[src/sv/rbnc_pkg.sv]
// ----------------------------------------------------------------------------
// rbnc_pkg
// types, widths and codes of the roi box normalize clip block
// ----------------------------------------------------------------------------
`timescale 1ns / 1ps
`default_nettype none

package rbnc_pkg;

  localparam int COORD_W  = 18;
  localparam int DIFF_W   = 19;
  localparam int SIDE_W   = 29;
  localparam int EDGE_W   = 31;
  localparam int RAD_W    = 38;
  localparam int ROOT_W   = 19;
  localparam int RATIO_W  = 12;
  localparam int FRAME_W  = 13;
  localparam int MODE_W   = 4;
  localparam int ADDR_W   = 5;
  localparam int DATA_W   = 32;

  // square root pipeline: steps per stage and stage count
  localparam int SQRT_STEPS  = 4;
  localparam int SQRT_STAGES = 5;
  localparam int SQRT_PAIRS  = SQRT_STEPS * SQRT_STAGES;
  localparam int REM_W       = 24;

  // accept edge to result edge
  localparam int LATENCY = SQRT_STAGES + 8;

  localparam logic signed [EDGE_W-1:0] SAT_HI = EDGE_W'(131071);
  localparam logic signed [EDGE_W-1:0] SAT_LO = -EDGE_W'(131072);

  typedef enum logic [MODE_W-1:0] {
    MODE_NONE        = 4'd0,
    MODE_WIDTH_LEN   = 4'd1,
    MODE_WIDTH_RAT   = 4'd2,
    MODE_HEIGHT_RAT  = 4'd3,
    MODE_LONG_RAT    = 4'd4,
    MODE_HEIGHT_LEN  = 4'd5,
    MODE_LONG_LEN    = 4'd6,
    MODE_LONG_SQUARE = 4'd7,
    MODE_DIAG_SQUARE = 4'd8
  } rbnc_mode_t;

  localparam logic [2:0] REG_MODE   = 3'd0;
  localparam logic [2:0] REG_RATIO  = 3'd1;
  localparam logic [2:0] REG_WIDTH  = 3'd2;
  localparam logic [2:0] REG_HEIGHT = 3'd3;
  localparam logic [2:0] REG_FILTER = 3'd4;

  typedef struct packed {
    logic signed [COORD_W-1:0] x1;
    logic signed [COORD_W-1:0] y1;
    logic signed [COORD_W-1:0] x2;
    logic signed [COORD_W-1:0] y2;
    logic signed [DIFF_W-1:0]  w;
    logic signed [DIFF_W-1:0]  h;
    logic signed [DIFF_W-1:0]  sx;
    logic signed [DIFF_W-1:0]  sy;
    logic signed [SIDE_W-1:0]  sw;
    logic signed [SIDE_W-1:0]  sh;
  } rbnc_box_t;

  function automatic logic signed [COORD_W-1:0] sat_coord(
    input logic signed [EDGE_W-1:0] v
  );
    logic signed [EDGE_W-1:0] t;
    t = v;
    if (t > SAT_HI) t = SAT_HI;
    if (t < SAT_LO) t = SAT_LO;
    return t[COORD_W-1:0];
  endfunction

endpackage

`default_nettype wire

[src/sv/rbnc_sqrt.sv]
// ----------------------------------------------------------------------------
// rbnc_sqrt
// pipelined integer square root, four digit pairs per stage
// ----------------------------------------------------------------------------
`timescale 1ns / 1ps
`default_nettype none

module rbnc_sqrt (
  input  logic                          clk,
  input  logic                          rst_n,
  input  logic                          in_vld,
  input  logic [rbnc_pkg::RAD_W-1:0]    in_rad,
  output logic                          out_vld,
  output logic [rbnc_pkg::ROOT_W-1:0]   out_root
);

  localparam int STG  = rbnc_pkg::SQRT_STAGES;
  localparam int SPS  = rbnc_pkg::SQRT_STEPS;
  localparam int NW   = 2 * rbnc_pkg::SQRT_PAIRS;
  localparam int QW   = rbnc_pkg::SQRT_PAIRS;
  localparam int RW   = rbnc_pkg::REM_W;

  logic [STG:0]    vld_r;
  logic [NW-1:0]   rad_r  [STG+1];
  logic [RW-1:0]   rem_r  [STG+1];
  logic [QW-1:0]   root_r [STG+1];

  assign vld_r[0]  = in_vld;
  assign rad_r[0]  = NW'(in_rad);
  assign rem_r[0]  = '0;
  assign root_r[0] = '0;

  for (genvar g = 0; g < STG; g++) begin : g_stg
    logic [NW-1:0] rad_nxt;
    logic [RW-1:0] rem_nxt;
    logic [QW-1:0] root_nxt;

    always_comb begin
      logic [RW-1:0] trial;
      rad_nxt  = rad_r[g];
      rem_nxt  = rem_r[g];
      root_nxt = root_r[g];
      for (int i = 0; i < SPS; i++) begin
        rem_nxt = {rem_nxt[RW-3:0], rad_nxt[NW-1:NW-2]};
        rad_nxt = {rad_nxt[NW-3:0], 2'b00};
        trial   = RW'({root_nxt, 2'b01});
        if (rem_nxt >= trial) begin
          rem_nxt  = rem_nxt - trial;
          root_nxt = {root_nxt[QW-2:0], 1'b1};
        end else begin
          root_nxt = {root_nxt[QW-2:0], 1'b0};
        end
      end
    end

    always_ff @(posedge clk) begin
      if (!rst_n) begin
        vld_r[g+1] <= 1'b0;
      end else begin
        vld_r[g+1] <= vld_r[g];
      end
      rad_r[g+1]  <= rad_nxt;
      rem_r[g+1]  <= rem_nxt;
      root_r[g+1] <= root_nxt;
    end
  end

  assign out_vld  = vld_r[STG];
  assign out_root = root_r[STG][rbnc_pkg::ROOT_W-1:0];

endmodule

`default_nettype wire

[config.mk]
export PLATFORM = sky130hd
export DESIGN_NAME = rbnc_sqrt
export DESIGN_NICKNAME = d
export VERILOG_FILES = /design/src/sv/rbnc_pkg.sv /design/src/sv/rbnc_sqrt.sv
export SDC_FILE = /design/constraint.sdc
export NUM_CORES = 1
export LEC_CHECK = 0
export BUFFER_PORTS_ARGS = -buffer_cell sky130_fd_sc_hd__buf_4
export CORE_MARGIN = 4
export CORE_UTILIZATION = 37
export DETAILED_ROUTE_END_ITERATION = 7
export GPL_ROUTABILITY_DRIVEN = 0
export SYNTH_ARGS = -nofsm -noshare
export SYNTH_HDL_FRONTEND = slang
export SYNTH_SLANG_ARGS = --single-unit
[constraint.sdc]
create_clock -name clk -period 21.1 [get_ports clk]
set_input_delay 2.11 -clock clk [delete_from_list [all_inputs] [get_ports clk]]
set_output_delay 2.11 -clock clk [all_outputs]
set_load 0.01 [all_outputs]
==> impl_metrics.py, run 1 <==
metrics = {
    "outcome": {
        "status": "completed",
    },
    "floorplan": {
        "die-area_um2": 60830,
        "row_count": 87,
        "start_util_pct": 37.37,
        "fp.dieH_um": 246.6,
        "fp.dieW_um": 246.6,
        "core-area_um2": 56390,
        "ios": 61,
    },
    "cells_and_area": {
        "synthToLayoutAreaGrowth_pct": 10.05,
        "register_area_um2": 4564,
        "final_common_cell": "nor2_1",
        "multi_input_area_um2": 15570,
        "drive_above_1_share_pct": 8.117,
        "nFillCells": 5788,
        "layout_common_cells": "nor2_1 (244), nand2_1 (238), a21oi_1 (232)",
        "final_net_count": 2998,
    },
    "sta": {
        "drv_slew": 0,
        "fmax_mhz": 73.24,
        "slew-limit-headroom_pct": 27.50,
        "rsz0062_at_grt": "false",
        "min_period_over_period_pct": 64.71,
        "skew_ps": 22.46,
        "fin_setup_tns_ps": 0,
        "setup_viol": 0,
        "hold_violations": 0,
        "tightest_slew_ps": 1081,
        "min_period_ps": 13650,
    },
    "clocking": {
        "clk_path_buf_depth": 3,
        "post-cts-setup-buffers": 0,
        "cts_max_level": 1,
        "cts_made_buffers": 29,
        "hold_buffers": 0,
        "clock_sinks": 228,
        "path_clk_slew_ps": 70,
        "clk_latency_ps": 570,
        "cts_resized": 0,
        "cts_tree": "done",
        "cts_root_buf": "clkbuf_16",
    },
    "power": {
        "swShare_pct": 46.20,
        "power_density_nw_per_um2": 116.7,
        "power.net_switching_mw": 1.250,
        "pwr-share-clk_pct": 19.8,
        "peakVddDrop_mv": 0.06013,
        "power_frac_seq_pct": 21.7,
        "p_comb_share_pct": 58.5,
        "power_mw": 2.707,
        "p_leak_nw": 10.15,
        "p_int_mw": 1.456,
    },
    "setup_path": {
        "rrSetupSlack_ps": 7450,
        "slowest_delay_ps": 790,
        "required_ps": 21540,
        "cp-start-kind": "flop",
        "reg2reg_depth": 44,
        "crit_arrival_ps": 14090,
        "slowest_stage": "or4_1",
        "endpoint_kind": "flop",
        "crit_type": "reg -> reg",
        "reg2reg_from": "root_r[66]",
        "path_common_cell": "nand2_1",
        "crit_fanout": 23,
        "reg2reg_to": "rem_r[63]",
    },
    "logic_synthesis": {
        "synth-edff-count": 0,
        "syn-mean-instance-area_um2": 7.707,
        "syn_area_um2": 21070,
        "synthCells": 2734,
        "synth_ff_type": "dfxtp_1",
        "ys_seq_elements": 228,
        "ys_warn_count": 0,
        "seq_area_frac_synth_pct": 21.66,
        "async_reset_ff_share_pct": 0,
        "synth.distinct_cells": 110,
    },
    "drt": {
        "antenna_left": 0,
        "drtIter0Drc": 1338,
        "drc_errors": 0,
        "viasPerCell": 5.735,
        "via_count": 20240,
        "wirelength_um": 63220,
        "firstDrtPassIters": 5,
        "wl_per_cell_um": 17.91,
    },
    "placed_design": {
        "dp_hpwl_um": 50580,
        "io_buffers": 60,
    },
    "min_path": {
        "worstHoldStart": "g_stg[2].rad_nxt[38]",
        "hp-class": "reg -> reg",
        "hold_depth": 0,
        "hold_end": "rad_r[118]",
    },
    "global_route": {
        "grt_pass1_vias": 19230,
        "grt_max_degree": 34,
        "grt_pass1_wl_um": 100400,
        "antenna_found_initial": 0,
        "grt.overflow.total": 0,
        "gr-usage-all-layers_pct": 19.88,
    },
    "flow_run": {
        "drv_cap": 0,
    },
}
final cells by class:
cell class	count	share of cell area (%)
Clock inverter	21	1.198
Multi-Input combinational cell	2276	67.14
Sequential cell	228	19.68
Antenna cell	1	0.01079
Inverter	146	2.363
Tap cell	756	4.079
Clock buffer	33	3.324
Timing Repair Buffer	68	2.201
cell usage after synthesis, drive strengths merged, types with 25 or more instances:
cell    number  area share (%)
nor2       245             4.4
nand2      239             4.3
a21oi      232             5.5
dfxtp      228              22
ha         208              12
o21ai      183             4.4
xnor2      157             6.5
inv        143             2.5
nor3        87             2.2
xor2        85             3.6
a21o        82             2.9
nand3       70             1.7
clkbuf      48            0.86
nor4        43             1.5
buf         37             1.0
nor2b       35             1.0
nand2b      34             1.0
mux2        32             1.7
nand4       32             1.0
o211ai      31             1.2
o21a        31             1.1
o31ai       30             1.1
a31oi       29            0.93
a211oi      27             1.0
or3         25            0.79
power groups by stage:
stage	Combinational, mW	Clock, mW	Sequential [mW]
3_5_place_dp	1.55	0	0.595
6_report	1.58	0.536	0.586
4_1_cts	1.56	0.552	0.586
2_1_floorplan	1.21	0	0.556
3_3_place_gp	1.52	0	0.593
5_1_grt	1.73	0.569	0.596
worst max-delay path by stage:
stage	startpoint	slack [ps]	cells past startpoint	endpoint
2_1_floorplan	root_r[50]	10670	52	rem_r[39]
3_3_place_gp	root_r[66]	8310	44	rem_r[69]
3_5_place_dp	root_r[66]	7750	44	rem_r[63]
4_1_cts	root_r[66]	7700	44	rem_r[63]
5_1_grt	root_r[66]	6200	44	rem_r[63]
6_report	root_r[66]	7450	44	rem_r[63]
stage by stage:
step                instances  utilization [%]  hold slack [ps]  setup slack, ps  cell area, um^2
finish                   3529            41.12            323.5             7447            23190
global route             3528            41.12            329.2             6197            23190
CTS                      3528            41.12            325.6             7700            23190
detailed placement       3474            39.26            312.1             7750            22140
global placement         3474            39.26            310.5             8306            22140
floorplan                2735                -            309.6            10670            21070
kinds of logic (layout without fill, tap and decap cells):
logic type               Yosys count  in the layout  share of synthesized area [%]
AND/OR/NAND/NOR                  955            955                          23.08
AO/OA/AOI/OAI                    817            817                          25.62
XOR/XNOR                         242            242                          10.10
buffers and inverters            231            268                          4.477
flip-flops                       228            228                          21.66
adder cells (fa/ha/maj)          208            208                          12.35
multiplexers                      52             52                          2.696
other                              1              3                        0.01780
state kept, by name, summed over array words and instances, names as in the netlist:
name and cells:
g_stg.rad_nxt 48, out_vld 1, out_root 19, vld_r 4
root_r 36, rem_r 88, rad_r 32
per-layer routing:
metal	track usage [%]	wire, um	up-vias
li1	-	-	10040
met1	25.28	27950	9506
met2	35.37	30560	576
met3	2.199	2854	118
met4	5.874	1852	0
met5	0	0	-
critical path, delay by kind of cell, from the launching register on:
family	cells	cell delay, ps
buffers and inverters	4	1780
AOI/OAI and AO/OA	15	4460
xor gates and xnor gates	2	350
DFF	1	350
and+or+nand+nor	19	5320
adders and majority gates	4	1290
Power figures use the tool's default switching activity.
==> run 2: changes to the inputs <==
==> constraint.sdc (replaced) <==
create_clock -name clk -period 13.7 [get_ports clk]
set_input_delay 1.37 -clock clk [delete_from_list [all_inputs] [get_ports clk]]
set_output_delay 1.37 -clock clk [all_outputs]
set_load 0.01 [all_outputs]
==> run 2 against run 1 <==
Compared with the run above:
- clock skew fell by 6.6 ps
- die area did not move
- maximum frequency rose by 9.5%
- sequential share of layout area barely moved
- largest power group unchanged
==> impl_metrics.py, run 2 (same netlist as run 1, synthesis figures left out) <==
metrics = {
    "global_route": {
        "gr-usage-all-layers_pct": 20.24,
        "grt.overflow.total": 0,
        "grt_pass1_wl_um": 102000,
        "grt_pass1_vias": 19550,
        "grt_max_degree": 29,
        "antenna_found_initial": 0,
    },
    "setup_path": {
        "cp-start-kind": "flop",
        "crit_type": "reg -> reg",
        "slowest_stage": "or4_1",
        "crit_fanout": 23,
        "crit_arrival_ps": 12900,
        "slowest_delay_ps": 800,
        "path_common_cell": "nand2_1",
        "required_ps": 14130,
        "endpoint_kind": "flop",
    },
    "flow_run": {
        "drv_cap": 0,
    },
    "placed_design": {
        "dp_hpwl_um": 51260,
        "post_dp_cell_area_um2": 22180,
        "pre_cts_slack_ps": 1269,
        "dpl.cell_count": 3479,
        "io_buffers": 60,
    },
    "drt": {
        "drc_errors": 0,
        "firstDrtPassIters": 6,
        "wirelength_um": 63850,
        "viasPerCell": 5.745,
        "drtIter0Drc": 1287,
        "via_count": 20300,
        "antenna_left": 0,
        "wl_per_cell_um": 18.07,
    },
    "clocking": {
        "clk_latency_ps": 570,
        "cts_made_buffers": 29,
        "clk_path_buf_depth": 3,
        "cts_tree": "done",
        "cts_root_buf": "clkbuf_16",
        "cts_resized": 0,
        "path_clk_slew_ps": 60,
        "clock_sinks": 228,
        "cts_max_level": 1,
        "post-cts-setup-buffers": 0,
        "hold_buffers": 0,
    },
    "sta": {
        "min_period_over_period_pct": 91.03,
        "min_period_ps": 12470,
        "drv_slew": 0,
        "hold_violations": 0,
        "setup_viol": 0,
        "skew_ps": 15.85,
        "holdWs_ps": 318.3,
        "fin_setup_tns_ps": 0,
        "slew-limit-headroom_pct": 34.59,
        "tightest_slew_ps": 956.5,
        "rsz0062_at_grt": "false",
        "worst_slack_ps": 1228,
        "fmax_mhz": 80.18,
    },
    "power": {
        "swShare_pct": 46.75,
        "power.net_switching_mw": 1.937,
        "p_leak_nw": 10.15,
        "peakVddDrop_mv": 0.1090,
        "p_int_mw": 2.206,
        "power_frac_seq_pct": 21.8,
        "p_comb_share_pct": 59.0,
        "power_density_nw_per_um2": 178.7,
        "power_mw": 4.143,
        "pwr-share-clk_pct": 19.2,
    },
    "floorplan": {
        "core-area_um2": 56390,
        "row_count": 87,
        "start_util_pct": 37.37,
        "fp.dieW_um": 246.6,
        "die-area_um2": 60830,
        "fp.dieH_um": 246.6,
        "ios": 61,
    },
    "min_path": {
        "hp-class": "reg -> reg",
    },
    "outcome": {
        "status": "completed",
    },
    "cells_and_area": {
        "final_area_um2": 23180,
        "fin_cells": 3533,
        "final_common_cell": "nor2_1",
        "fin_util_pct": 41.12,
        "nFillCells": 5843,
        "drive_above_1_share_pct": 8.174,
        "num_antenna_cells": 0,
        "final_net_count": 3003,
        "largest-register": "rem_r",
        "synthToLayoutAreaGrowth_pct": 10.03,
        "largest_reg_flops": 88,
        "layout_common_cells": "nor2_1 (244), nand2_1 (238), a21oi_1 (232)",
    },
}
==> run 2: worst paths after layout <==
check	end	slack [ps]	cells after the start	startpoint
min	rad_r[116]	320	0	g_stg[2].rad_nxt[36]
max	rem_r[69]	1230	45	root_r[65]
max reg2reg	rem_r[69]	1230	45	root_r[65]
min reg2reg	rad_r[116]	320	0	g_stg[2].rad_nxt[36]
==> run 2: power groups by stage <==
stage	Combinational (mW)	Clock (mW)	Sequential, mW
2_1_floorplan	1.87	0	0.857
3_3_place_gp	2.35	0	0.915
3_5_place_dp	2.39	0	0.917
4_1_cts	2.41	0.819	0.903
5_1_grt	2.67	0.846	0.918
6_report	2.45	0.794	0.903
==> run 2: cell type report <==
type                            count  area, um^2  share of cell area (%)
Multi-Input combinational cell   2276       15570                   67.16
Sequential cell                   228        4564                   19.69
Tap cell                          756       945.9                   4.080
Clock buffer                       35       768.2                   3.314
Timing Repair Buffer               73       548.0                   2.364
Inverter                          146       548.0                   2.364
Clock inverter                     19       239.0                   1.031
==> run 2: critical path: cells and delay by family (launching register included) <==
| family | cells | cell delay (ps) |
|---|---|---|
| simple gates | 19 | 4650 |
| compound gates | 15 | 4010 |
| buf+inv | 5 | 1690 |
| fa+ha+maj | 4 | 1270 |
| xor+xnor | 2 | 350 |
| flops | 1 | 340 |
==> run 2: routing by layer <==
| metal | wire length [um] | track usage, % | vias up |
|---|---|---|---|
| met1 | 27790 | 25.47 | 9570 |
| met3 | 3392 | 2.471 | 98 |
| met4 | 1671 | 5.056 | 0 |
| met2 | 31000 | 36.58 | 591 |
| li1 | - | - | 10040 |
| met5 | 0 | 0 | - |
